===== config.mk =====
export PLATFORM = sky130hd
export DESIGN_NAME = gbfs_ram
export DESIGN_NICKNAME = d
export VERILOG_FILES = /design/src/hw/rtl/gbfs_ram.sv
export SDC_FILE = /design/constraint.sdc
export NUM_CORES = 1
export LEC_CHECK = 0
export BUFFER_PORTS_ARGS = -buffer_cell sky130_fd_sc_hd__buf_2
export CAP_MARGIN = 20
export CORE_AREA = 4 4 52 54
export DETAILED_ROUTE_END_ITERATION = 8
export DIE_AREA = 0 0 56 58
export MAX_ROUTING_LAYER = met4
export PLACE_DENSITY_LB_ADDON = 0.12
export RECOVER_POWER = 25
export SETUP_SLACK_MARGIN = 0.05
export SLEW_MARGIN = 20
export SYNTH_ARGS = -nofsm -noshare
export SYNTH_HDL_FRONTEND = slang
export SYNTH_SLANG_ARGS = --single-unit
export TNS_END_PERCENT = 100

===== constraint.sdc =====
create_clock -name clk -period 1.2 [get_ports clk]
set_clock_uncertainty 0.05 [all_clocks]
set_input_delay 0.12 -clock clk [delete_from_list [all_inputs] [get_ports clk]]
set_output_delay 0.12 -clock clk [all_outputs]
set_load 0.02 [all_outputs]

===== src/hw/rtl/gbfs_ram.sv =====
module gbfs_ram #(
    parameter int WIDTH = 1,
    parameter int DEPTH = 16
) (
    input  logic                     clk,
    input  logic                     we,
    input  logic [$clog2(DEPTH)-1:0] waddr,
    input  logic [WIDTH-1:0]         wdata,
    input  logic [$clog2(DEPTH)-1:0] raddr,
    output logic [WIDTH-1:0]         rdata
);

    logic [WIDTH-1:0] mem [DEPTH];
    logic [WIDTH-1:0] rdata_reg;

    always_ff @(posedge clk)
    begin
        if (we)
        begin
            mem[waddr] <= wdata;
        end
        rdata_reg <= mem[raddr];
    end

    assign rdata = rdata_reg;

endmodule


Yosys cells after proc, flatten, opt, wreduce, memory -nomap -nowiden --
Memories as Yosys holds them, arrays and structs flattened. A register that Yosys moved wholly into a read port is not among the register bits. Index checks and enable logic that the tools add are counted.
Storage, ports and cells: word-level logic and storage cells 3, RAM bits 16, output and inout bits 1, register bits after elaboration 0, memories kept 1, input port bits 11
Memory list:
- mem | depth 16, width 1, read ports 1, clocked after memory_dff 1, write ports 1, RTL line 13 | logic [WIDTH-1:0] mem [DEPTH];
Operators by class: multiplexer cells 2
Operators with widths (number):
- 1-bit two-way mux | 2

Logic depth before layout (Yosys ltp) --
depth after elaboration 2, depth in mapped cells 3, gate-level depth less buffers 3

Worst setup path before layout --
No wires, ideal clock.
kind flip-flop to flip-flop, start point memory mem[13], end point register rdata_reg (netlist: rdata) (read register of mem), path slack 0.015 ns, arrival time 1.013 ns, period minus slack after synthesis 1.185 ns, stages on the path, launching flop included 4, library setup time 0.122 ns, data required time 1.028 ns, buffers on the path 0, cell sequence edfxtp_1 -> mux4_1 -> mux2i_1 -> mux2i_1
RTL lines:
- start, declared | RTL line 13
- end, declared | RTL line 14 | logic [WIDTH-1:0] rdata_reg;

==> metrics.yaml <==
clock_tree:
  cts_buffers: 3
  htree_levels: 1
  insertion_delay_ps: 280
  cts.path.max_buffers: 2
  cts.repair.resized: 0
  clock-sinks: 17
  cts_root_buffer: "clkbuf_4"
  path_clk_slew_ps: 90
  cts_tree: "built"
worst_setup_path:
  worstSetupStartpointType: "flop"
  required_ps: 1330
  cp_slowest_cell: "mux4_2"
  max_stage_delay_ps: 480
  crit_type: "reg2reg"
  cp_num_buf_inv: 0
  path_cells: "mux4_2, mux2i_1, mux2i_1"
  critical_path_arrival_ps: 1370
  cp_common_cell: "mux2i_1"
  cp_top_family: "multiplexers"
  worstPathMaxFanout: 1
  endpoint_kind: "flop"
global_route:
  grt_pass1_wl_microns: 2060
  antenna_found_initial: 0
  use_met3_pct: 2.23
  grt_use_met1_pct: 11.5
  grt-ovfl-total: 0
  grt_start_max_net_pins: 17
  grt_pass1_vias: 440
  grt_usage_pct: 8.89
  top_usage_layer: "met2"
  grt.met2_usage_pct: 12.7
route:
  drc_errors: 0
  num_vias: 439
  drt_iter0_markers: 10
  first_pass_iters: 4
  totalWireLength_microns: 1300
  wire_per_inst_microns: 13.8
  viasPerCell: 4.67
  ant_nets: 0
run:
  maxCapViolations: 0
sta:
  finalSetupViolations: 1
  finalCritPeriodShare_pct: 104
  hold-worst-slack_ps: 144
  slew_viol_final: 0
  tightest_slew_ps: 597
  rsz0062_at_grt: "yes"
  fin_setup_tns_ps: -45.7
  max_slew_margin_pct: 60.2
  fin_ws_ps: -45.7
  hold_violations: 0
  min_period_ps: 1250
  fmax_mhz: 803
floorplan:
  top_level_ports: 12
  design.core.area_sq_um: 2210
  fp.dieH_microns: 58
  die-area_sq_um: 3250
  start_util_pct: 33.7
  rows: 17
  die_w_microns: 56
yosys:
  postSynthAreaPerCell_sq_um: 15.9
  synth_top_cell_by_area: "edfxtp_1"
  ys_seq_area_share_pct: 67.1
  syn_inst: 47
  synth.top_cell.area_share_pct: 64.4
  ys_types: 11
  synthesis.nets: 58
  yosysWarningCount: 0
  synthTopCellsByArea: "edfxtp_1 64%, mux4_1 14%, nor2_1 6.0%"
  synth_area_sq_um: 746
  ys_ff_latch: 17
power:
  switchingPower_mw: 0.229
  p_per_area_nw_per_um2: 1220
  p_comb_share_pct: 10.0
  switching_share_pct: 21.4
  pwr-share-clk_pct: 27.8
  p_seq_share_pct: 62.1
  internal_power_mw: 0.842
  leakage_nw: 0.302
  worst_ir_drop_vdd_uv: 512
finish:
  fin_nets: 78
  largest_reg_flops: 16
  regArea_sq_um: 500
  fill_cells: 229
  drive_gt1_share_pct: 31.8
  final_util_pct: 39.7
  multi_input_area_sq_um: 230
  antenna_cells: 0
  area_growth_pct: 17.8
place:
  gp_congestion: 0.700
  place_ws_ps: -82.6
  port_buffers: 11
worst_hold_path:
  hold_class: "in2reg"
status:
  status: "complete, but fails checks"
  violations: "negative setup slack"
==> cells in the final DEF, fill, tap and decap left out <==
master         synthesis  layout
dlygate4sd3_1          0       1
nand2_1                1       1
nand3_1                1       1
edfxtp_1              16      16
nor2_1                12      12
nand2b_1               2       2
dfxtp_1                1       1
buf_2                  0      10
buf_4                  0       3
clkbuf_1               0       2
nand3b_1               2       2
clkbuf_4               0       3
mux4_2                 0       4
mux2i_1                3       3
nor3_1                 4       4
or3b_2                 1       1
==> worst register-to-register path, delay by kind of cell, from the launching register on <==
kind	cells	cell delay, ps
DFF	1	370
muxes	3	720
==> worst paths after layout <==
check	from	endpoint	slack, ps	cells after the start
setup reg to reg	mem[10]$_DFFE_PP_	rdata$_DFF_P_	-50	3
hold reg to reg	mem[7]$_DFFE_PP_	rdata$_DFF_P_	740	3
setup / recovery	mem[10]$_DFFE_PP_	rdata$_DFF_P_	-50	3
hold / removal	raddr[3]	rdata$_DFF_P_	140	3
==> synthesized netlist by cell type <==
library cell and number:
nand3_1 1, edfxtp_1 16, nand2b_1 2, or3b_2 1, nor2_1 12, mux2i_1 3, nand2_1 1, dfxtp_1 1
nor3_1 4, nand3b_1 2, mux4_1 4
==> logic make-up after synthesis <==
family / share of synthesized area, %
multiplexers: 18.1
flip-flops: 67.1
AND/OR/NAND/NOR: 14.8
==> layout make-up <==
class / count / share of cell area, %
timing repair buffer: 15 / 9.83
clock buffer: 4 / 2.99
tap: 28 / 3.99
sequential: 17 / 57.0
multi-input combinational: 30 / 26.2
==> power groups by stage <==
stage          combinational [mW]  sequential [mW]  clock (mW)
2_1_floorplan              0.0426            0.684           0
3_3_place_gp                0.106            0.679           0
3_5_place_dp                0.107            0.680           0
4_1_cts                     0.110            0.666       0.312
5_1_grt                     0.118            0.667       0.333
6_report                    0.107            0.666       0.298
==> repair_timing <==
item / 4_1_cts / 5_1_grt
hold buffers: 1 / 0
endpoints found under the setup margin: 1 / 1
endpoints found under the hold margin: 1 / 0
setup buffers: 0 / 0
==> per-stage QoR <==
| step | cell area [sq um] | std cells | power (mW) |
|---|---|---|---|
| after floorplan | 731 | 47 | 0.727 |
| after global placement | 843 | 89 | 0.786 |
| after detailed placement | 843 | 89 | 0.787 |
| after CTS | 880 | 94 | 1.09 |
| after global routing | 878 | 94 | 1.12 |
| final | 878 | 94 | 1.07 |
==> metal layers <==
metal | vias to the layer above | wire [microns]
met3 | 0 | 93
met4 | 0 | 0
met1 | 204 | 627
li1 | 221 | -
met2 | 14 | 580
met5 | - | 0
Power figures use the tool's default switching activity.
