`src/hw/rtl/gbfs_pkg.sv`:
```
package gbfs_pkg;

    localparam int COORD_W = 6;
    localparam int DIM_W = 9;
    localparam int DIST_W = 13;
    localparam int CFG_W = 7;
    localparam int APB_DATA_W = 32;
    localparam int APB_ADDR_W = 3;

    localparam logic [CFG_W-1:0] GRID_DIM_RESET = 7'd64;

    typedef enum logic [0:0] {
        REG_GRID_WIDTH  = 1'b0,
        REG_GRID_HEIGHT = 1'b1
    } reg_index_t;

    typedef enum logic [0:0] {
        OP_WRITE_CELL = 1'b0,
        OP_QUERY      = 1'b1
    } op_t;

    typedef enum logic [1:0] {
        DIR_UP    = 2'd0,
        DIR_RIGHT = 2'd1,
        DIR_LEFT  = 2'd2,
        DIR_DOWN  = 2'd3
    } dir_t;

    typedef struct packed {
        logic [DIM_W-1:0] used_w;
        logic [DIM_W-1:0] used_h;
    } dims_t;

endpackage

```
`src/hw/rtl/gbfs_cfg.sv`:
```
module gbfs_cfg #(
    parameter int MAX_WIDTH = 64,
    parameter int MAX_HEIGHT = 64
) (
    input  logic                                 clk,
    input  logic                                 rst_n,
    input  logic                                 psel,
    input  logic                                 penable,
    input  logic                                 pwrite,
    input  logic [gbfs_pkg::APB_ADDR_W-1:0]      paddr,
    input  logic [gbfs_pkg::APB_DATA_W-1:0]      pwdata,
    output logic [gbfs_pkg::APB_DATA_W-1:0]      prdata,
    output logic                                 pready,
    output gbfs_pkg::dims_t                      dims
);

    logic [gbfs_pkg::CFG_W-1:0] grid_width_reg;
    logic [gbfs_pkg::CFG_W-1:0] grid_height_reg;
    logic [gbfs_pkg::DIM_W-1:0] w_ext;
    logic [gbfs_pkg::DIM_W-1:0] h_ext;
    logic                       wr_en;

    assign pready = 1'b1;
    assign wr_en = psel && penable && pwrite;

    always_ff @(posedge clk or negedge rst_n)
    begin
        if (!rst_n)
        begin
            grid_width_reg <= gbfs_pkg::GRID_DIM_RESET;
            grid_height_reg <= gbfs_pkg::GRID_DIM_RESET;
        end
        else if (wr_en)
        begin
            unique case (gbfs_pkg::reg_index_t'(paddr[2]))
                gbfs_pkg::REG_GRID_WIDTH:  grid_width_reg <= pwdata[gbfs_pkg::CFG_W-1:0];
                gbfs_pkg::REG_GRID_HEIGHT: grid_height_reg <= pwdata[gbfs_pkg::CFG_W-1:0];
                default: ;
            endcase
        end
    end

    always_comb
    begin
        unique case (gbfs_pkg::reg_index_t'(paddr[2]))
            gbfs_pkg::REG_GRID_WIDTH:  prdata = gbfs_pkg::APB_DATA_W'(grid_width_reg);
            gbfs_pkg::REG_GRID_HEIGHT: prdata = gbfs_pkg::APB_DATA_W'(grid_height_reg);
            default:                   prdata = '0;
        endcase
    end

    assign w_ext = gbfs_pkg::DIM_W'(grid_width_reg);
    assign h_ext = gbfs_pkg::DIM_W'(grid_height_reg);
    assign dims.used_w = (w_ext > gbfs_pkg::DIM_W'(MAX_WIDTH))
                         ? gbfs_pkg::DIM_W'(MAX_WIDTH) : w_ext;
    assign dims.used_h = (h_ext > gbfs_pkg::DIM_W'(MAX_HEIGHT))
                         ? gbfs_pkg::DIM_W'(MAX_HEIGHT) : h_ext;

endmodule

```
`config.mk`:
```
export PLATFORM = sky130hd
export DESIGN_NAME = gbfs_cfg
export DESIGN_NICKNAME = d
export VERILOG_FILES = /design/src/hw/rtl/gbfs_pkg.sv /design/src/hw/rtl/gbfs_cfg.sv
export SDC_FILE = /design/constraint.sdc
export NUM_CORES = 1
export LEC_CHECK = 0
export BUFFER_PORTS_ARGS = -buffer_cell sky130_fd_sc_hd__buf_2
export CAP_MARGIN = 5
export CORE_AREA = 2 2 58 60
export DETAILED_ROUTE_END_ITERATION = 8
export DIE_AREA = 0 0 60 62
export GPL_ROUTABILITY_DRIVEN = 0
export HOLD_SLACK_MARGIN = 0.1
export PLACE_DENSITY = 0.75
export SETUP_SLACK_MARGIN = 0.4
export SLEW_MARGIN = 20
export SYNTH_ARGS = -nofsm -noshare
export SYNTH_HDL_FRONTEND = slang
export SYNTH_SLANG_ARGS = --single-unit
```
`constraint.sdc`:
```
create_clock -name clk -period 0.9 [get_ports clk]
set_clock_uncertainty 0.2 [all_clocks]
set_input_delay 0.09 -clock clk [delete_from_list [all_inputs] [get_ports clk]]
set_output_delay 0.09 -clock clk [all_outputs]
set_load 0.005 [all_outputs]
```
---- Word-level counts from Yosys, hierarchy flattened ----
Index checks and enable logic that the tools add are counted.
storage, ports and cells
  logic and storage cells ................. 12
  bits of input ports ..................... 40
  bits in registers ....................... 14
  output and inout port bits .............. 51
cells by class
  bitwise gates (word level) .............. 1
  muxes and demuxes ....................... 3
  reduce and logical (&&, ||, !) cells .... 4
  magnitude comparators ................... 2
operators by type and width
  kind                count
  $pmux 32 s2         1
  $gt 7x7->1 const B  2
  $mux 7              2
  $reduce_and 2->1    2
  $logic_and 1x1->1   2
  $not 1->1           1

---- Longest topological paths before layout ----
Gate-level depths: netlist of run 1.
  word-level depth ........................ 3
  depth in mapped cells ................... 3
  gate-level depth less buffers ........... 2

---- Least setup slack after synthesis of run 1 ----
OpenSTA, ideal clock, no wires.
  path type ............................... input-to-reg
  start ................................... input port paddr[2] in the netlist's numbering
  end ..................................... register grid_width_reg[0] in the netlist's numbering
  library setup time ...................... 125 ps
  path slack .............................. -129 ps
  data arrival time ....................... 704 ps
  path buffers ............................ 1
  required time ........................... 575 ps
  stages on the path ...................... 3
  cell sequence ........................... buf_6 -> nand4b_4 -> mux2_2
on the way
  longest elaborated chain between the ends .. 2
ends and longest elaborated chain
  item                        line            text
  from (decl)                 gbfs_cfg.sv:10  input logic [gbfs_pkg::APB_ADDR_W-1:0] paddr,
  $not 1->1 (no line)         --
  $reduce_and 2->1 (no line)  --
  to (signal assigned)        gbfs_cfg.sv:30  grid_width_reg <= gbfs_pkg::GRID_DIM_RESET;
  to (signal assigned)        gbfs_cfg.sv:36  gbfs_pkg::REG_GRID_WIDTH: grid_width_reg <= pwdata[gbfs_pkg::CFG_W-1:0];
  to (decl)                   gbfs_cfg.sv:17  logic [gbfs_pkg::CFG_W-1:0] grid_width_reg;
No other way between the ends.
A chain may end at the register's enable or synchronous reset.

==> results of run 1 <==
synthesized netlist by cell type (all sizes together):
cell type,instances
buf,31
dfrtp,12
mux2,21
nor2b,12
dfstp,2
nand4b,1
clkbuf,2
nand4,1
conb,2
logic make-up after synthesis:
| group | after synthesis | synth area share, % |
|---|---|---|
| buffers and inverters | 33 | 25.62 |
| and+or+nand+nor | 14 | 11.69 |
| other | 2 | 0.7887 |
| DFF | 14 | 37.06 |
| muxes | 21 | 24.84 |
worst reg2reg max path: cells and delay by family (launching register included):
kind | cells | cell delay [ns]
muxes | 1 | 0.24
buffers and inverters | 2 | 0.22
DFF | 1 | 0.41
routing by layer:
layer	vias to the layer above	routed length (µm)
li1	304	-
met1	315	654
met2	36	968
met3	0	135
met4	0	0
met5	-	0
worst max path at each step:
stage                   endpoint  slack, ns  cells after the start
2_1_floorplan  grid_width_reg[0]      -0.13                      3
3_3_place_gp           prdata[6]      -0.25                      2
3_5_place_dp           prdata[6]      -0.27                      2
4_1_cts                  dims[3]      -0.52                      3
5_1_grt                 dims[13]      -0.56                      3
6_report                dims[13]      -0.51                      3
power by group:
part / total (mW) / switching (mW) / internal (mW)
registers: 0.897 / 0.113 / 0.784
logic: 1.05 / 0.346 / 0.704
clock network: 0.444 / 0.199 / 0.246
total: 2.39 / 0.658 / 1.73
layout make-up:
| class | count | area [µm²] |
|---|---|---|
| sequential | 14 | 352.8 |
| fill | 318 | 1888 |
| timing repair buffer | 46 | 319.1 |
| multi-input combinational | 65 | 525.5 |
| clock buffer | 4 | 36.28 |
| tap | 46 | 57.56 |
timing repair:
item	in CTS	in global routing
endpoints found under the hold margin	28	28
endpoints found under the setup margin	35	35
buffers inserted	4	5
gates cloned	0	0
resized for setup	5	12
==> flow_metrics.py, run 1 <==
metrics = {
    "logic_synthesis": {
        "synth-seq-cells": 14,
        "synth-seq-area-share_pct": 37.06,
        "synth_top_cell_by_area": "dfrtp_1",
        "yosys.area.top_type_share_pct": 31.54,
        "synth_area_leaders": "dfrtp_1 (32%), mux2_2 (25%), buf_4 (24%)",
        "synth_area_um2": 952.2,
        "synth.distinct_cells": 10,
        "syn_inst": 84,
        "yosysWarnings": 0,
        "syn_area_per_cell_um2": 11.34,
    },
    "power": {
        "finalPower_mw": 2.391,
        "ir_worst_vdd_mv": 1.067,
        "p_per_area_nw_per_um2": 1852,
        "power_leakage_nw": 0.7105,
    },
    "clock_tree": {
        "cts_inserted_buffers": 3,
        "cts_max_level": 1,
        "worstSkewPairLatency_ns": 0.28,
        "cts_tree": "yes",
        "clock-root-buffer": "clkbuf_4",
        "clkSinkCount": 14,
        "clk_pin_slew_ns": 0.09,
        "clk_path_buf_depth": 2,
    },
    "critical_path": {
        "crit_chain": "buf_6, nor2b_1, buf_2",
        "crit_buf_inv": 2,
        "r2r_end": "grid_height_reg[5]",
        "critPathKind": "reg -> out",
        "endpoint_kind": "output pin",
        "max_stage_delay_ns": 0.57,
        "r2r_slack_ns": -0.28,
        "critical_path.max_fanout": 5,
        "cp_slowest_cell": "dfstp_2",
        "reg2reg_from": "grid_height_reg[5]",
        "required_ns": 0.61,
        "worstPathArrival_ns": 1.12,
        "crit_path_start": "grid_width_reg[6]",
        "cpLargestDelayFamily": "flip-flops",
        "r2r_cells": 3,
        "start_kind": "register",
    },
    "finish": {
        "diodes": 0,
        "layout_commonest_cell": "conb_1",
        "nets": 170,
        "mostFrequentLayoutCells": "conb_1 (30), buf_2 (29), mux2_4 (13)",
        "final_cells": 175,
        "final_util_pct": 40.61,
        "fin_area_um2": 1291,
        "area_growth_pct": 35.61,
        "drive_above_1_share_pct": 58.91,
    },
    "run_status": {
        "outcome": "finished with violations",
        "violations": "negative hold slack, negative setup slack",
    },
    "floorplan": {
        "start_util_pct": 29.95,
        "io_pins": 91,
        "chipHeight_um": 62,
        "fp.coreArea_um2": 3179,
        "chipWidth_um": 60,
        "dieArea_um2": 3720,
        "num_rows": 21,
    },
    "global_routing": {
        "antenna_found_initial": 0,
        "busiest_layer": "met2",
        "use_met2_pct": 19.57,
        "first_global_vias": 598,
        "globalRouteMet1Util_pct": 10.08,
        "grt.overflow.total": 0,
        "grt_pass1_wl_um": 2773,
        "grt_use_met3_pct": 2.070,
        "grt_max_degree": 15,
        "grt_use_total_pct": 9.887,
    },
    "timing": {
        "slew_viol_final": 0,
        "hold_viol_final": 28,
        "hold_slack_ns": -0.5121,
        "rsz0062_at_grt": "yes",
        "clock.fmax_mhz": 709.0,
        "setup_tns_ns": -11.88,
        "setup_viol": 35,
        "fin_crit_ns": 1.410,
        "setup_slack_ns": -0.5105,
        "post-route-period-util_pct": 156.7,
    },
    "placed_design": {
        "pre_cts_slack_ns": -0.2744,
        "dpl.hpwl_um": 1310,
        "port_buffers": 33,
        "dpl_cell_area_um2": 1114,
        "dp.cells": 162,
    },
    "detailed_routing": {
        "drt-initial-drc-count": 0,
        "detail-route-antenna-nets": 0,
        "drc": 0,
        "routedWlPerCell_um": 10.05,
        "drt_wl_total_um": 1758,
        "via_per_inst": 3.743,
        "vias": 655,
        "firstDrtPassIters": 1,
    },
    "hold_path": {
        "hold_path.class": "in -> async",
    },
    "run": {
        "drv_cap": 0,
    },
}
Note: power is estimated with default switching activity, not from simulation.
==> run 2, diff against run 1 <==
--- a/config.mk
+++ b/config.mk
@@ -7,12 +7,14 @@
 export LEC_CHECK = 0
 export BUFFER_PORTS_ARGS = -buffer_cell sky130_fd_sc_hd__buf_2
 export CAP_MARGIN = 5
-export CORE_AREA = 2 2 58 60
+export CELL_PAD_IN_SITES_DETAIL_PLACEMENT = 0
+export CELL_PAD_IN_SITES_GLOBAL_PLACEMENT = 2
+export CORE_AREA = 2 2 78 80
 export DETAILED_ROUTE_END_ITERATION = 8
-export DIE_AREA = 0 0 60 62
+export DIE_AREA = 0 0 80 82
 export GPL_ROUTABILITY_DRIVEN = 0
 export HOLD_SLACK_MARGIN = 0.1
-export PLACE_DENSITY = 0.75
+export PLACE_DENSITY = 0.77
 export SETUP_SLACK_MARGIN = 0.4
 export SLEW_MARGIN = 20
 export SYNTH_ARGS = -nofsm -noshare
==> constraint.sdc (replaced) <==
create_clock -name clk -period 1.16 [get_ports clk]
set_clock_uncertainty 0.2 [all_clocks]
set_input_delay 0.116 -clock clk [delete_from_list [all_inputs] [get_ports clk]]
set_output_delay 0.116 -clock clk [all_outputs]
set_load 0.005 [all_outputs]
==> run 2 against run 1 <==
The run still ends with negative hold slack, negative setup slack left; wire length rose by 27%; first-iteration DRC count rose by 34; non-clock buffer count rose by 7; hold slack improved by 0.072 ns; critical path type unchanged; largest cell class unchanged.
==> flow_metrics.py, run 2 (synthesized netlist as in run 1, its figures left out) <==
metrics = {
    "critical_path": {
        "required_ns": 0.84,
        "worstPathArrival_ns": 1.11,
        "endpoint_kind": "output pin",
        "r2r_cells": 3,
        "r2r_slack_ns": -0.02,
        "start_kind": "register",
        "critical_path.max_fanout": 6,
        "reg2reg_from": "grid_height_reg[4]",
        "r2r_end": "grid_height_reg[4]",
        "critPathKind": "reg -> out",
    },
    "global_routing": {
        "grt_use_total_pct": 6.449,
        "antenna_found_initial": 0,
        "first_global_vias": 613,
        "grt_pass1_wl_um": 3070,
        "grt.overflow.total": 0,
        "grt_max_degree": 15,
    },
    "clock_tree": {
        "cts_max_level": 1,
        "clkSinkCount": 14,
        "clk_path_buf_depth": 2,
        "clk_pin_slew_ns": 0.06,
        "cts_inserted_buffers": 3,
        "cts_tree": "yes",
        "clock-root-buffer": "clkbuf_8",
        "worstSkewPairLatency_ns": 0.24,
    },
    "detailed_routing": {
        "drc": 0,
        "routedWlPerCell_um": 10.61,
        "met2_wirelength_um": 1098,
        "wl_met3_um": 246,
        "firstDrtPassIters": 2,
        "top_layer": "met4",
        "drt-initial-drc-count": 34,
        "via_per_inst": 3.190,
        "vias": 673,
        "detail-route-antenna-nets": 0,
        "wl_met1_um": 851,
        "drt_wl_total_um": 2239,
    },
    "floorplan": {
        "chipHeight_um": 82,
        "start_util_pct": 16.57,
        "io_pins": 91,
        "fp.coreArea_um2": 5746,
        "num_rows": 28,
        "chipWidth_um": 80,
        "dieArea_um2": 6560,
    },
    "timing": {
        "hold_viol_final": 28,
        "fin_crit_ns": 1.425,
        "hold_slack_ns": -0.4398,
        "clock.fmax_mhz": 701.8,
        "setup_viol": 23,
        "slew_viol_final": 0,
        "post-route-period-util_pct": 122.8,
        "setup_slack_ns": -0.2650,
        "rsz0062_at_grt": "yes",
    },
    "placed_design": {
        "port_buffers": 33,
        "dpl.hpwl_um": 1651,
        "pre_cts_slack_ns": -0.03743,
    },
    "hold_path": {
        "hold_path.class": "in -> async",
    },
    "power": {
        "finalPower_mw": 2.180,
        "seqPwrFrac_pct": 32.2,
        "cell_internal_pwr_mw": 1.597,
        "power_leakage_nw": 0.7916,
        "ir_worst_vdd_mv": 0.3937,
        "clockPowerShare_pct": 21.9,
        "p_per_area_nw_per_um2": 1485,
        "combPwrFrac_pct": 46.0,
        "p_switching_mw": 0.5830,
        "switching_share_pct": 26.75,
    },
    "finish": {
        "fill_cells": 611,
        "drive_above_1_share_pct": 62.50,
        "layout_commonest_cell": "conb_1",
        "area_growth_pct": 54.14,
        "nets": 177,
        "mostFrequentLayoutCells": "conb_1 (30), buf_2 (27), mux2_4 (17)",
        "diodes": 0,
    },
    "run_status": {
        "violations": "negative hold slack, negative setup slack",
        "outcome": "finished with violations",
    },
    "run": {
        "drv_cap": 0,
    },
}
run 2: cell count changes in the layout (fill, tap and decap cells not counted), moves of 2 or more:
cell	delta
nor2b_1	-2
mux2_4	+4
buf_2	-2
clkbuf_8	+3
mux2_2	-4
buf_6	+7
clkbuf_4	-3
run 2: metrics by stage:
stage	util, %	area (µm²)	TNS [ns]	hold slack, ns	std cells
2_1_floorplan	-	1101	0	-0.3796	112
3_3_place_gp	20.75	1192	-0.3541	-0.1661	195
3_5_place_dp	20.75	1192	-0.4462	-0.1649	195
4_1_cts	24.35	1399	-5.038	-0.4346	207
5_1_grt	25.54	1468	-5.599	-0.4223	211
6_report	25.54	1468	-4.815	-0.4398	211
run 2: worst max path at each step:
stage	startpoint	endpoint	slack, ns	depth (start not counted)
2_1_floorplan	paddr[2]	grid_width_reg[0]	0.11	3
3_3_place_gp	paddr[2]	prdata[2]	-0.03	4
3_5_place_dp	paddr[2]	grid_height_reg[5]	-0.04	3
4_1_cts	grid_width_reg[6]	dims[11]	-0.28	3
5_1_grt	grid_height_reg[6]	dims[4]	-0.30	3
6_report	grid_height_reg[6]	dims[4]	-0.26	3
run 2: power by group through the flow:
stage	clock network, mW	logic, mW	registers, mW
final	0.476	1.00	0.701
after global routing	0.510	1.08	0.717
after CTS	0.493	0.908	0.696
after detailed placement	0	0.675	0.702
after global placement	0	0.668	0.699
after floorplan	0	0.405	0.683
run 2: layer usage:
layer	track usage [%]	vias to the layer above
met5	0	-
met4	3.559	0
met3	2.747	5
met2	10.67	39
met1	6.972	310
li1	-	319
run 2: layout make-up:
type / count / area (µm²) / share of cell area, %
multi-input combinational: 65 / 550.5 / 37.51
timing repair buffer: 53 / 415.4 / 28.30
sequential: 14 / 352.8 / 24.04
tap: 75 / 93.84 / 6.394
clock buffer: 4 / 55.05 / 3.751
run 2: critical path, stage by stage (launching register included):
cell and delay, ns:
dfstp_2 0.56, buf_12 0.13, nor2b_1 0.04, buf_2 0.12
run 2: timing repair:
action | in CTS | in global routing
resized for setup | 22 | 9
hold endpoints to repair | 28 | 28
pin swaps | 0 | 0
setup endpoints to repair | 35 | 35
buffers inserted | 8 | 4
