## src/hw/rtl/gbfs_pkg.sv

```systemverilog
package gbfs_pkg;

    localparam int COORD_W = 6;
    localparam int DIM_W = 9;
    localparam int DIST_W = 13;
    localparam int CFG_W = 7;
    localparam int APB_DATA_W = 32;
    localparam int APB_ADDR_W = 3;

    localparam logic [CFG_W-1:0] GRID_DIM_RESET = 7'd64;

    typedef enum logic [0:0] {
        REG_GRID_WIDTH  = 1'b0,
        REG_GRID_HEIGHT = 1'b1
    } reg_index_t;

    typedef enum logic [0:0] {
        OP_WRITE_CELL = 1'b0,
        OP_QUERY      = 1'b1
    } op_t;

    typedef enum logic [1:0] {
        DIR_UP    = 2'd0,
        DIR_RIGHT = 2'd1,
        DIR_LEFT  = 2'd2,
        DIR_DOWN  = 2'd3
    } dir_t;

    typedef struct packed {
        logic [DIM_W-1:0] used_w;
        logic [DIM_W-1:0] used_h;
    } dims_t;

endpackage

```

## src/hw/rtl/gbfs_step.sv

```systemverilog
module gbfs_step #(
    parameter int XW = 6,
    parameter int YW = 6
) (
    input  logic [XW-1:0]       cx,
    input  logic [YW-1:0]       cy,
    input  gbfs_pkg::dir_t      dir,
    input  gbfs_pkg::dims_t     dims,
    output logic [XW-1:0]       nx,
    output logic [YW-1:0]       ny,
    output logic                ok
);

    logic [gbfs_pkg::DIM_W-1:0] cx9;
    logic [gbfs_pkg::DIM_W-1:0] cy9;
    logic [gbfs_pkg::DIM_W-1:0] cx_inc;
    logic [gbfs_pkg::DIM_W-1:0] cy_inc;

    assign cx9 = gbfs_pkg::DIM_W'(cx);
    assign cy9 = gbfs_pkg::DIM_W'(cy);
    assign cx_inc = cx9 + gbfs_pkg::DIM_W'(1);
    assign cy_inc = cy9 + gbfs_pkg::DIM_W'(1);

    always_comb
    begin
        nx = cx;
        ny = cy;
        ok = 1'b0;
        unique case (dir)
            gbfs_pkg::DIR_UP:
            begin
                ny = cy - YW'(1);
                ok = (cy != '0);
            end
            gbfs_pkg::DIR_RIGHT:
            begin
                nx = cx_inc[XW-1:0];
                ok = (cx_inc < dims.used_w);
            end
            gbfs_pkg::DIR_LEFT:
            begin
                nx = cx - XW'(1);
                ok = (cx != '0);
            end
            gbfs_pkg::DIR_DOWN:
            begin
                ny = cy_inc[YW-1:0];
                ok = (cy_inc < dims.used_h);
            end
            default: ;
        endcase
    end

endmodule

```

## config.mk

```make
export PLATFORM = sky130hd
export DESIGN_NAME = gbfs_step
export DESIGN_NICKNAME = d
export VERILOG_FILES = /design/src/hw/rtl/gbfs_pkg.sv /design/src/hw/rtl/gbfs_step.sv
export SDC_FILE = /design/constraint.sdc
export NUM_CORES = 1
export LEC_CHECK = 0
export BUFFER_PORTS_ARGS = -buffer_cell sky130_fd_sc_hd__buf_2
export CAP_MARGIN = 10
export CELL_PAD_IN_SITES_DETAIL_PLACEMENT = 1
export CELL_PAD_IN_SITES_GLOBAL_PLACEMENT = 1
export CORE_MARGIN = 5
export CORE_UTILIZATION = 30
export DETAILED_ROUTE_END_ITERATION = 7
export GPL_TIMING_DRIVEN = 0
export PLACE_DENSITY_LB_ADDON = 0.1
export SLEW_MARGIN = 20
export SYNTH_ARGS = -nofsm -noshare
export SYNTH_HDL_FRONTEND = slang
export SYNTH_SLANG_ARGS = --single-unit
```

## constraint.sdc

```tcl
create_clock -name vclk -period 1.9
set_input_delay 0.19 -clock vclk [all_inputs]
set_output_delay 0.19 -clock vclk [all_outputs]
set_load 0.03 [all_outputs]
```

Yosys cells after proc, flatten, opt, wreduce, memory -nomap -nowiden --
Index checks and enable logic that the tools add are counted.
Storage, ports and cells: register bits 0, output and inout port bits 13, logic and storage cells 15
Operators by class: add/sub/neg operators 4, $lt $le $gt $ge 2, eq/ne operators 3, muxes and demuxes 3, reduce and logical (&&, ||, !) cells 3
Operators by type and width (number):
- $pmux W6 S2 | 2
- $lt A7 B9 Y1 | 2
- $add A6 B1 Y7 const B | 2
- $reduce_bool A6 Y1 | 2
- $sub A6 B1 Y6 const B | 2
- $eq A2 B2 Y1 const B | 2
- $pmux W1 S4 | 1
- $eq A2 B1 Y1 const B | 1
- $logic_not A2 Y1 | 1

Logic depth before layout (Yosys ltp) --
Gate-level depths: netlist of the first run.
depth in word-level cells 3, mapped depth 9, mapped depth without buffers 9

Worst setup path before layout of the first run --
No wires, ideal clock.
path type input to output, start point input cx[0], end point output ok, data arrival time 1.755 ns, data required time 1.710 ns, slack -0.045 ns, stages 8, path buffers 0, path through ha_1 nand3_1 xnor2_1 ha_1 a21o_1 nand3_1 a311oi_1 o21ai_1
Between the ends: word-level cells in the longest chain between the ends 3
Ends and longest elaborated chain:
- start: declaration | RTL line gbfs_step.sv:5 | input logic [XW-1:0] cx,
- $add A6 B1 Y7 | RTL line gbfs_step.sv:21 | assign cx_inc = cx9 + gbfs_pkg::DIM_W'(1);
- $lt A7 B9 Y1 | RTL line gbfs_step.sv:38 | ok = (cx_inc < dims.used_w);
- $pmux W1 S4 * | RTL line gbfs_step.sv:29 | unique case (dir)
- end: declaration | RTL line gbfs_step.sv:11 | output logic ok
Every way passes the cells marked *; elsewhere a longest branch is shown, timed or not.

Worst setup path in the final report of the first run --
start point input cy[0], end point output ok
Between the ends: word-level cells in the longest chain between the ends 3
Ends and longest elaborated chain:
- start: declaration | RTL line gbfs_step.sv:6 | input logic [YW-1:0] cy,
- $add A6 B1 Y7 | RTL line gbfs_step.sv:22 | assign cy_inc = cy9 + gbfs_pkg::DIM_W'(1);
- $lt A7 B9 Y1 | RTL line gbfs_step.sv:48 | ok = (cy_inc < dims.used_h);
- $pmux W1 S4 * | RTL line gbfs_step.sv:29
Marked as above.

==> results of run 1 <==
## final timing paths
path	slack (ns)	endpoint	startpoint
max	-0.06	ok	cy[0]
min	0.71	ny[2]	cy[2]
## routing by layer
| metal | global-route usage | routed length [µm] |
|---|---|---|
| met5 | 0 | 0 |
| met1 | 0.186 | 1700 |
| met2 | 0.296 | 2170 |
| met3 | 0.0142 | 149 |
| met4 | 0.0209 | 86 |
## what timing repair did
item / 4_1_cts / 5_1_grt
endpoints found under the setup margin: 1 / 3
pin swaps: 10 / 9
hold buffers: 0 / 0
setup buffers: 9 / 10
resized for setup: 33 / 30
## stage by stage
step	util	cell area (µm²)	worst slack [ns]	instances
after global routing	0.494	1780	-0.154	269
after CTS	0.438	1580	-0.0550	259
after global placement	0.378	1360	-0.400	250
after detailed placement	0.378	1360	-0.406	250
final	0.494	1780	-0.0575	269
after floorplan	-	1110	0.0213	163
## cell usage after synthesis, types with 2 or more instances
master,count
inv_1,25
ha_1,21
o21ai_0,15
nand2_1,11
nand3_1,10
nor2_1,9
a21oi_1,8
xnor2_1,5
a22oi_1,3
buf_2,3
buf_4,3
mux2i_1,3
nand4_1,3
nor3_1,3
o31ai_1,3
a21boi_0,2
a21o_1,2
nand2b_1,2
o211ai_1,2
o21ai_1,2
o22ai_1,2
xor2_1,2
## cells by family (layout without fill, tap and decap cells)
| kind of cell | Yosys count | after routing | share of synthesized area |
|---|---|---|---|
| AOI/OAI and AO/OA | 53 | 53 | 0.313 |
| and+or+nand+nor | 44 | 44 | 0.215 |
| buffers and inverters | 34 | 92 | 0.137 |
| adders and majority gates | 21 | 21 | 0.238 |
| xor gates and xnor gates | 7 | 7 | 0.0556 |
| muxes | 4 | 4 | 0.0409 |
## final cells by class
cell class | count | area share
multi-input combinational | 129 | 0.632
timing repair buffer | 58 | 0.228
buffer | 9 | 0.0534
inverter | 25 | 0.0527
tap | 48 | 0.0337
## power groups by stage
| stage | Clock [mW] | Combinational, mW | Sequential, mW |
|---|---|---|---|
| 2_1_floorplan | 0 | 0.258 | 0 |
| 6_report | 0 | 0.485 | 0 |
| 4_1_cts | 0 | 0.426 | 0 |
| 3_5_place_dp | 0 | 0.378 | 0 |
| 3_3_place_gp | 0 | 0.366 | 0 |
| 5_1_grt | 0 | 0.532 | 0 |
## placed cells by master (no fill, tap or decap), types with 4 or more instances in the layout
cell type,synthesis,final
inv_2,0,4
buf_2,3,36
nand2_1,11,11
nor2_1,9,9
inv_1,25,21
buf_4,3,19
ha_1,21,15
nand3_1,10,8
a21oi_1,8,6
o21ai_0,15,14
ha_4,0,5
buf_12,0,6
==> flow_summary.yaml, run 1 <==
run_status:
  outcome: "finished with violations"
  violations: "setup timing"
timing:
  tightest_slew_ns: 0.475
  setup_viol_count_final: 1
  report.final.slew_viol_count: 0
  period_minus_slack_ns: 1.96
  hold_viol_final: 0
  fin_crit_sh: 1.03
  tns_ns: -0.0575
  slew_headroom: 0.684
  rsz0062_at_grt: "yes"
  layout_setup_ws_ns: -0.0575
  holdWs_ns: 0.706
  max_freq_mhz: 511
die:
  core_um2: 3610
  die_x_um: 70.6
  initial_core_util: 0.306
  fp.dieH_um: 70.6
  num_rows: 22
  dieArea_um2: 4990
  ios: 45
global_routing:
  grt_use_total: 0.153
  antenna_found_initial: 0
  grt_max_degree: 11
  overflow: 0
  grt_pass1_vias: 1427
  grt_pass1_wl_mm: 6.51
flow_run:
  maxCapViolations: 0
yosys:
  synth_area_leaders: "ha_1 24%, inv_1 8.5%, o21ai_0 6.8%, nand3_1 4.5%, xnor2_1 4.0%"
  synthesis.nets: 216
  ys_seq_area_frac: 0
  netlist.area_leader.share: 0.238
  syn_area_um2: 1100
  synth_warnings: 0
  avgSynthCellArea_um2: 6.76
  postSynthCellCount: 163
  yosysUniqueCellTypes: 46
  synth_top_area_cell: "ha_1"
routing:
  post-route-drc-count: 0
  routed_wl_mm: 4.10
  initialDrtViolationCount: 52
  dr.pass1.iters: 4
  vias: 1414
  ant_nets: 0
  viasPerCell: 5.26
  wire_per_inst_um: 15.3
power:
  power.density_nw_per_um2: 272
  switchingPower_mw: 0.269
  netSwitchingFraction: 0.556
  finalPower_mw: 0.485
  clkPwrFrac: 0
  p_leak_nw: 0.848
  pwr-share-seq: 0
  p_int_mw: 0.215
  peakVddDrop_mv: 0.118
  power_frac_comb: 1.000
worst_setup_path:
  crit_type: "primary input to output port"
  crit_required_ns: 1.71
  crit_chain: "buf_12, ha_4, nand3_4, xnor2_2, ha_1, o21a_1, o2111ai_2, a21oi_2, a2bb2oi_2, o21ai_2, buf_6"
  crit_family: "compound AO/OA/AOI/OAI gates"
  crit_fanout: 7
  slowest_delay_ns: 0.32
  worst_ep_arrival_time_ns: 1.77
  cp.depth: 11
  crit_path_top_delay_cell: "ha_1"
  worstPathBufferInverterCount: 2
  cp-start-kind: "primary input"
  cp-end-kind: "output port"
finish:
  register_area_um2: 0
  clock_buffers: 0
  seq_cells: 0
  drive_above_1_share: 0.448
  multi_input_area_um2: 1130
  area_growth_pct: 61.5
  nNetsFinal: 276
  fillers: 470
  antennaDiodeCount: 0
place:
  dp_hpwl_mm: 2.97
  io_buffers: 39
  gp_congestion: 0.848
min_path:
  hold_class: "primary input to output port"
  holdPathStages: 3
(Power assumes the default switching activity.)
==> inputs of run 2 (changes only) <==
- CORE_UTILIZATION: 30 -> 32
- clock period: 1.9 -> 1.6 ns (I/O delays scaled with it)
==> flow_summary.yaml, run 2 (synthesis results as in run 1) <==
routing:
  vias: 1339
  post-route-drc-count: 0
  initialDrtViolationCount: 29
  dr.pass1.iters: 4
  routed_wl_mm: 3.74
  ant_nets: 0
  viasPerCell: 5.21
  wire_per_inst_um: 14.6
worst_setup_path:
  crit_chain: "buf_6, ha_4, nand3_4, xnor2_1, ha_1, a211oi_1, a21oi_2, a2bb2oi_2, o21ai_2, buf_6"
  crit_family: "compound AO/OA/AOI/OAI gates"
  cp-end-kind: "output port"
  cp-start-kind: "primary input"
  crit_type: "primary input to output port"
  worstPathBufferInverterCount: 2
  crit_fanout: 7
  crit_top_cell: "buf_6"
  crit_required_ns: 1.44
  worst_ep_arrival_time_ns: 1.75
  slowest_delay_ns: 0.31
  crit_path_top_delay_cell: "ha_1"
power:
  peakVddDrop_mv: 0.171
  finalPower_mw: 0.570
  power.density_nw_per_um2: 332
  p_leak_nw: 0.809
finish:
  drive_above_1_share: 0.422
  clock_buffers: 0
  most-common-layout-cells: "30 x buf_2, 21 x inv_1, 15 x ha_1"
  multi_input_area_um2: 1110
  final_area_um2: 1710
  utilization: 0.514
  final_cells: 257
  final_common_cell: "buf_2"
  area_growth_pct: 55.5
  fillers: 448
  register_area_um2: 0
  antennaDiodeCount: 0
  nNetsFinal: 266
  seq_cells: 0
global_routing:
  grt_pass1_vias: 1373
  grt_pass1_wl_mm: 6.03
  grt_max_degree: 11
  antenna_found_initial: 0
  grt_use_total: 0.160
  overflow: 0
timing:
  fin_crit_sh: 1.20
  setup_viol_count_final: 2
  hold_viol_final: 0
  tightest_slew_ns: 0.313
  rsz0062_at_grt: "yes"
  report.final.slew_viol_count: 0
  holdWs_ns: 0.688
  max_freq_mhz: 523
  layout_setup_ws_ns: -0.312
  slew_headroom: 0.790
  period_minus_slack_ns: 1.91
  tns_ns: -0.380
place:
  dp_hpwl_mm: 2.96
  dp.cells: 248
  dp_slack_ns: -0.611
  dpl_cell_area_um2: 1380
  gp_congestion: 0.745
  io_buffers: 39
clock_network:
  postCtsHoldBufs: 0
run_status:
  violations: "setup timing"
  outcome: "finished with violations"
die:
  ios: 45
  dieArea_um2: 4720
  core_um2: 3340
  die_x_um: 68.7
  fp.dieH_um: 68.7
  initial_core_util: 0.330
  num_rows: 21
flow_run:
  maxCapViolations: 0
min_path:
  hold_class: "primary input to output port"
run 2: cell count changes in the layout (fill, tap and decap cells not counted), sizes merged:
| cell | before | now |
|---|---|---|
| clkbuf | 2 | 1 |
| buf | 65 | 56 |
run 2: layout make-up:
class                      instances  share of cell area
inverter                          25              0.0562
multi-input combinational        129               0.648
buffer                             8              0.0467
tap                               46              0.0336
timing repair buffer              49               0.215
run 2: report_power, final:
group / switching (mW) / internal, mW
clock: 0 / 0
sequential: 0 / 0
combinational: 0.315 / 0.255
run 2: worst min-delay path, delay by kind of cell:
family | cells | cell delay (ns)
buffers and inverters | 2 | 0.29
AO/OA/AOI/OAI | 1 | 0.07
run 2: metal layers:
metal  share of wire  GRT usage  vias up  wire (µm)
li1                -          -      682          -
met1            0.49      0.219      630       1830
met2            0.47      0.291       27       1750
met3           0.044    0.00810        0        165
met4               0          0        0          0
met5               0          0        -          0
run 2: repair_timing:
action / CTS / global route
setup buffers: 9 / 1
setup endpoints to repair: 9 / 8
pin swaps: 13 / 11
gates resized for setup: 46 / 19
run 2: path summary, 6_finish.rpt:
kind / from / end / slack, ns / cells past startpoint
max: cy[0] / ok / -0.31 / 10
min: cy[2] / ny[2] / 0.69 / 3
==> inputs of run 3 (changes only) <==
- ABC_AREA: unset -> 1
- CAP_MARGIN: 10 -> 40
- CORE_UTILIZATION: 32 -> 30
==> flow_summary.yaml, run 3 <==
run_status:
  violations: "setup timing"
  outcome: "finished with violations"
min_path:
  worstHoldStart: "cx[3]"
  hold_class: "primary input to output port"
  holdPathStages: 3
worst_setup_path:
  cp-start-kind: "primary input"
  crit_required_ns: 1.44
  worst_ep_arrival_time_ns: 1.68
  crit_fanout: 5
  crit_type: "primary input to output port"
  cp-end-kind: "output port"
  crit_path_start: "cx[1]"
timing:
  tightest_slew_ns: 0.313
  fin_crit_sh: 1.15
  setup_viol_count_final: 1
  rsz0062_at_grt: "yes"
  holdWs_ns: 0.687
  hold_viol_final: 0
  slew_headroom: 0.791
  max_freq_mhz: 542
  period_minus_slack_ns: 1.84
  report.final.slew_viol_count: 0
  layout_setup_ws_ns: -0.244
finish:
  register_area_um2: 0
  seq_cells: 0
  final_common_cell: "nand2_1"
  most-common-layout-cells: "50 x nand2_1, 36 x buf_2, 30 x inv_1"
  area_growth_pct: 45.7
  nNetsFinal: 306
  final_area_um2: 1660
  fillers: 510
  antennaDiodeCount: 0
  multi_input_area_um2: 1050
  drive_above_1_share: 0.351
  clock_buffers: 0
place:
  dpl_cell_area_um2: 1470
  gp_congestion: 0.808
  io_buffers: 43
  dp_hpwl_mm: 2.98
global_routing:
  overflow: 0
  grt_use_met2: 0.295
  grt_pass1_vias: 1401
  antenna_found_initial: 0
  grt_pass1_wl_mm: 6.26
  met3_usage: 0.00701
  busiest_layer: "met2"
  use_met1: 0.171
  grt_max_degree: 11
  grt_use_total: 0.144
power:
  peakVddDrop_mv: 0.144
  netSwitchingFraction: 0.592
  power.density_nw_per_um2: 317
  clkPwrFrac: 0
  pwr-share-seq: 0
  switchingPower_mw: 0.312
  p_int_mw: 0.215
  p_leak_nw: 0.908
  power_frac_comb: 1.000
  finalPower_mw: 0.527
yosys:
  netlist.area_leader.share: 0.231
  yosysUniqueCellTypes: 26
  synth_top_area_cell: "ha_1"
  avgSynthCellArea_um2: 5.61
  ys_seq_area_frac: 0
  synthesis.nets: 256
  yosysMostFrequentCell: "nand2_1"
  synth_common_cells: "52 x nand2_1, 32 x inv_1, 21 x ha_1"
  syn_area_um2: 1140
  postSynthCellCount: 203
  synth_area_leaders: "ha_1 23%, nand2_1 17%, inv_1 11%, nand3_1 7.5%, nor2_1 4.9%"
  synth_warnings: 0
die:
  die_x_um: 71.6
  core_um2: 3660
  dieArea_um2: 5130
  initial_core_util: 0.311
  ios: 45
  fp.dieH_um: 71.6
  num_rows: 22
routing:
  dr.pass1.iters: 4
  ant_nets: 0
  initialDrtViolationCount: 32
  viasPerCell: 4.83
  wire_per_inst_um: 12.3
  post-route-drc-count: 0
  routed_wl_mm: 3.67
  vias: 1443
flow_run:
  maxCapViolations: 0
clock_network:
  postCtsHoldBufs: 0
-- run 3: cell count changes after synthesis, sizes merged, moves of 3 or more --
cell,before,now
nand2,11,53
inv,25,41
nand3,11,19
xnor2,5,0
nor2,11,15
a22oi,3,0
mux2i,3,0
o31ai,3,0
-- run 3: logic make-up after synthesis --
group / after synthesis / synth area share
buf+inv: 46 / 0.178
simple gates: 99 / 0.396
xor+xnor: 3 / 0.0231
compound gates: 34 / 0.172
fa+ha+maj: 21 / 0.231
-- run 3: final timing paths --
path,to,slack (ns)
worst max-delay path,ok,-0.24
worst min-delay path,nx[3],0.69
-- run 3: power by group through the flow --
stage          logic [mW]  registers, mW  clock network (mW)
2_1_floorplan       0.323              0                   0
3_3_place_gp        0.467              0                   0
3_5_place_dp        0.472              0                   0
4_1_cts             0.526              0                   0
5_1_grt             0.592              0                   0
6_report            0.527              0                   0
-- run 3: metrics by stage --
step | util | setup WS (ns) | instances | setup TNS [ns]
after global placement | 0.402 | -0.492 | 294 | -0.492
after global routing | 0.454 | -0.385 | 299 | -0.385
after detailed placement | 0.402 | -0.520 | 294 | -0.521
final | 0.454 | -0.244 | 299 | -0.244
after floorplan | - | -0.0211 | 203 | -0.0211
after CTS | 0.449 | -0.254 | 299 | -0.254
-- run 3: critical path, cell delays in order --
cell,delay (ns)
buf_8,0.10
ha_4,0.16
nand4_1,0.13
nand2_1,0.10
inv_2,0.05
ha_4,0.26
nand2_1,0.05
nor2_1,0.12
nand3_1,0.08
nand3_1,0.10
nor2_2,0.04
nor2_2,0.14
nor2_4,0.04
buf_6,0.14
-- run 3: what timing repair did --
| item | CTS | global route |
|---|---|---|
| pin swaps | 20 | 1 |
| buffers inserted | 5 | 0 |
| endpoints found under the setup margin | 2 | 5 |
| gates resized for setup | 30 | 6 |
-- run 3: final cells by class --
type,count,area share
inverters,41,0.0980
repair buffers,48,0.194
multi-input cells,157,0.635
plain buffers,5,0.0369
well taps,48,0.0362
-- run 3: metal layers --
layer  wire [µm]  vias to the layer above  part of all wire
met2        1980                       24              0.54
met1        1560                      662              0.42
met3         131                        0             0.036
li1            -                      757                 -
met5           0                        -                 0
met4           0                        0                 0
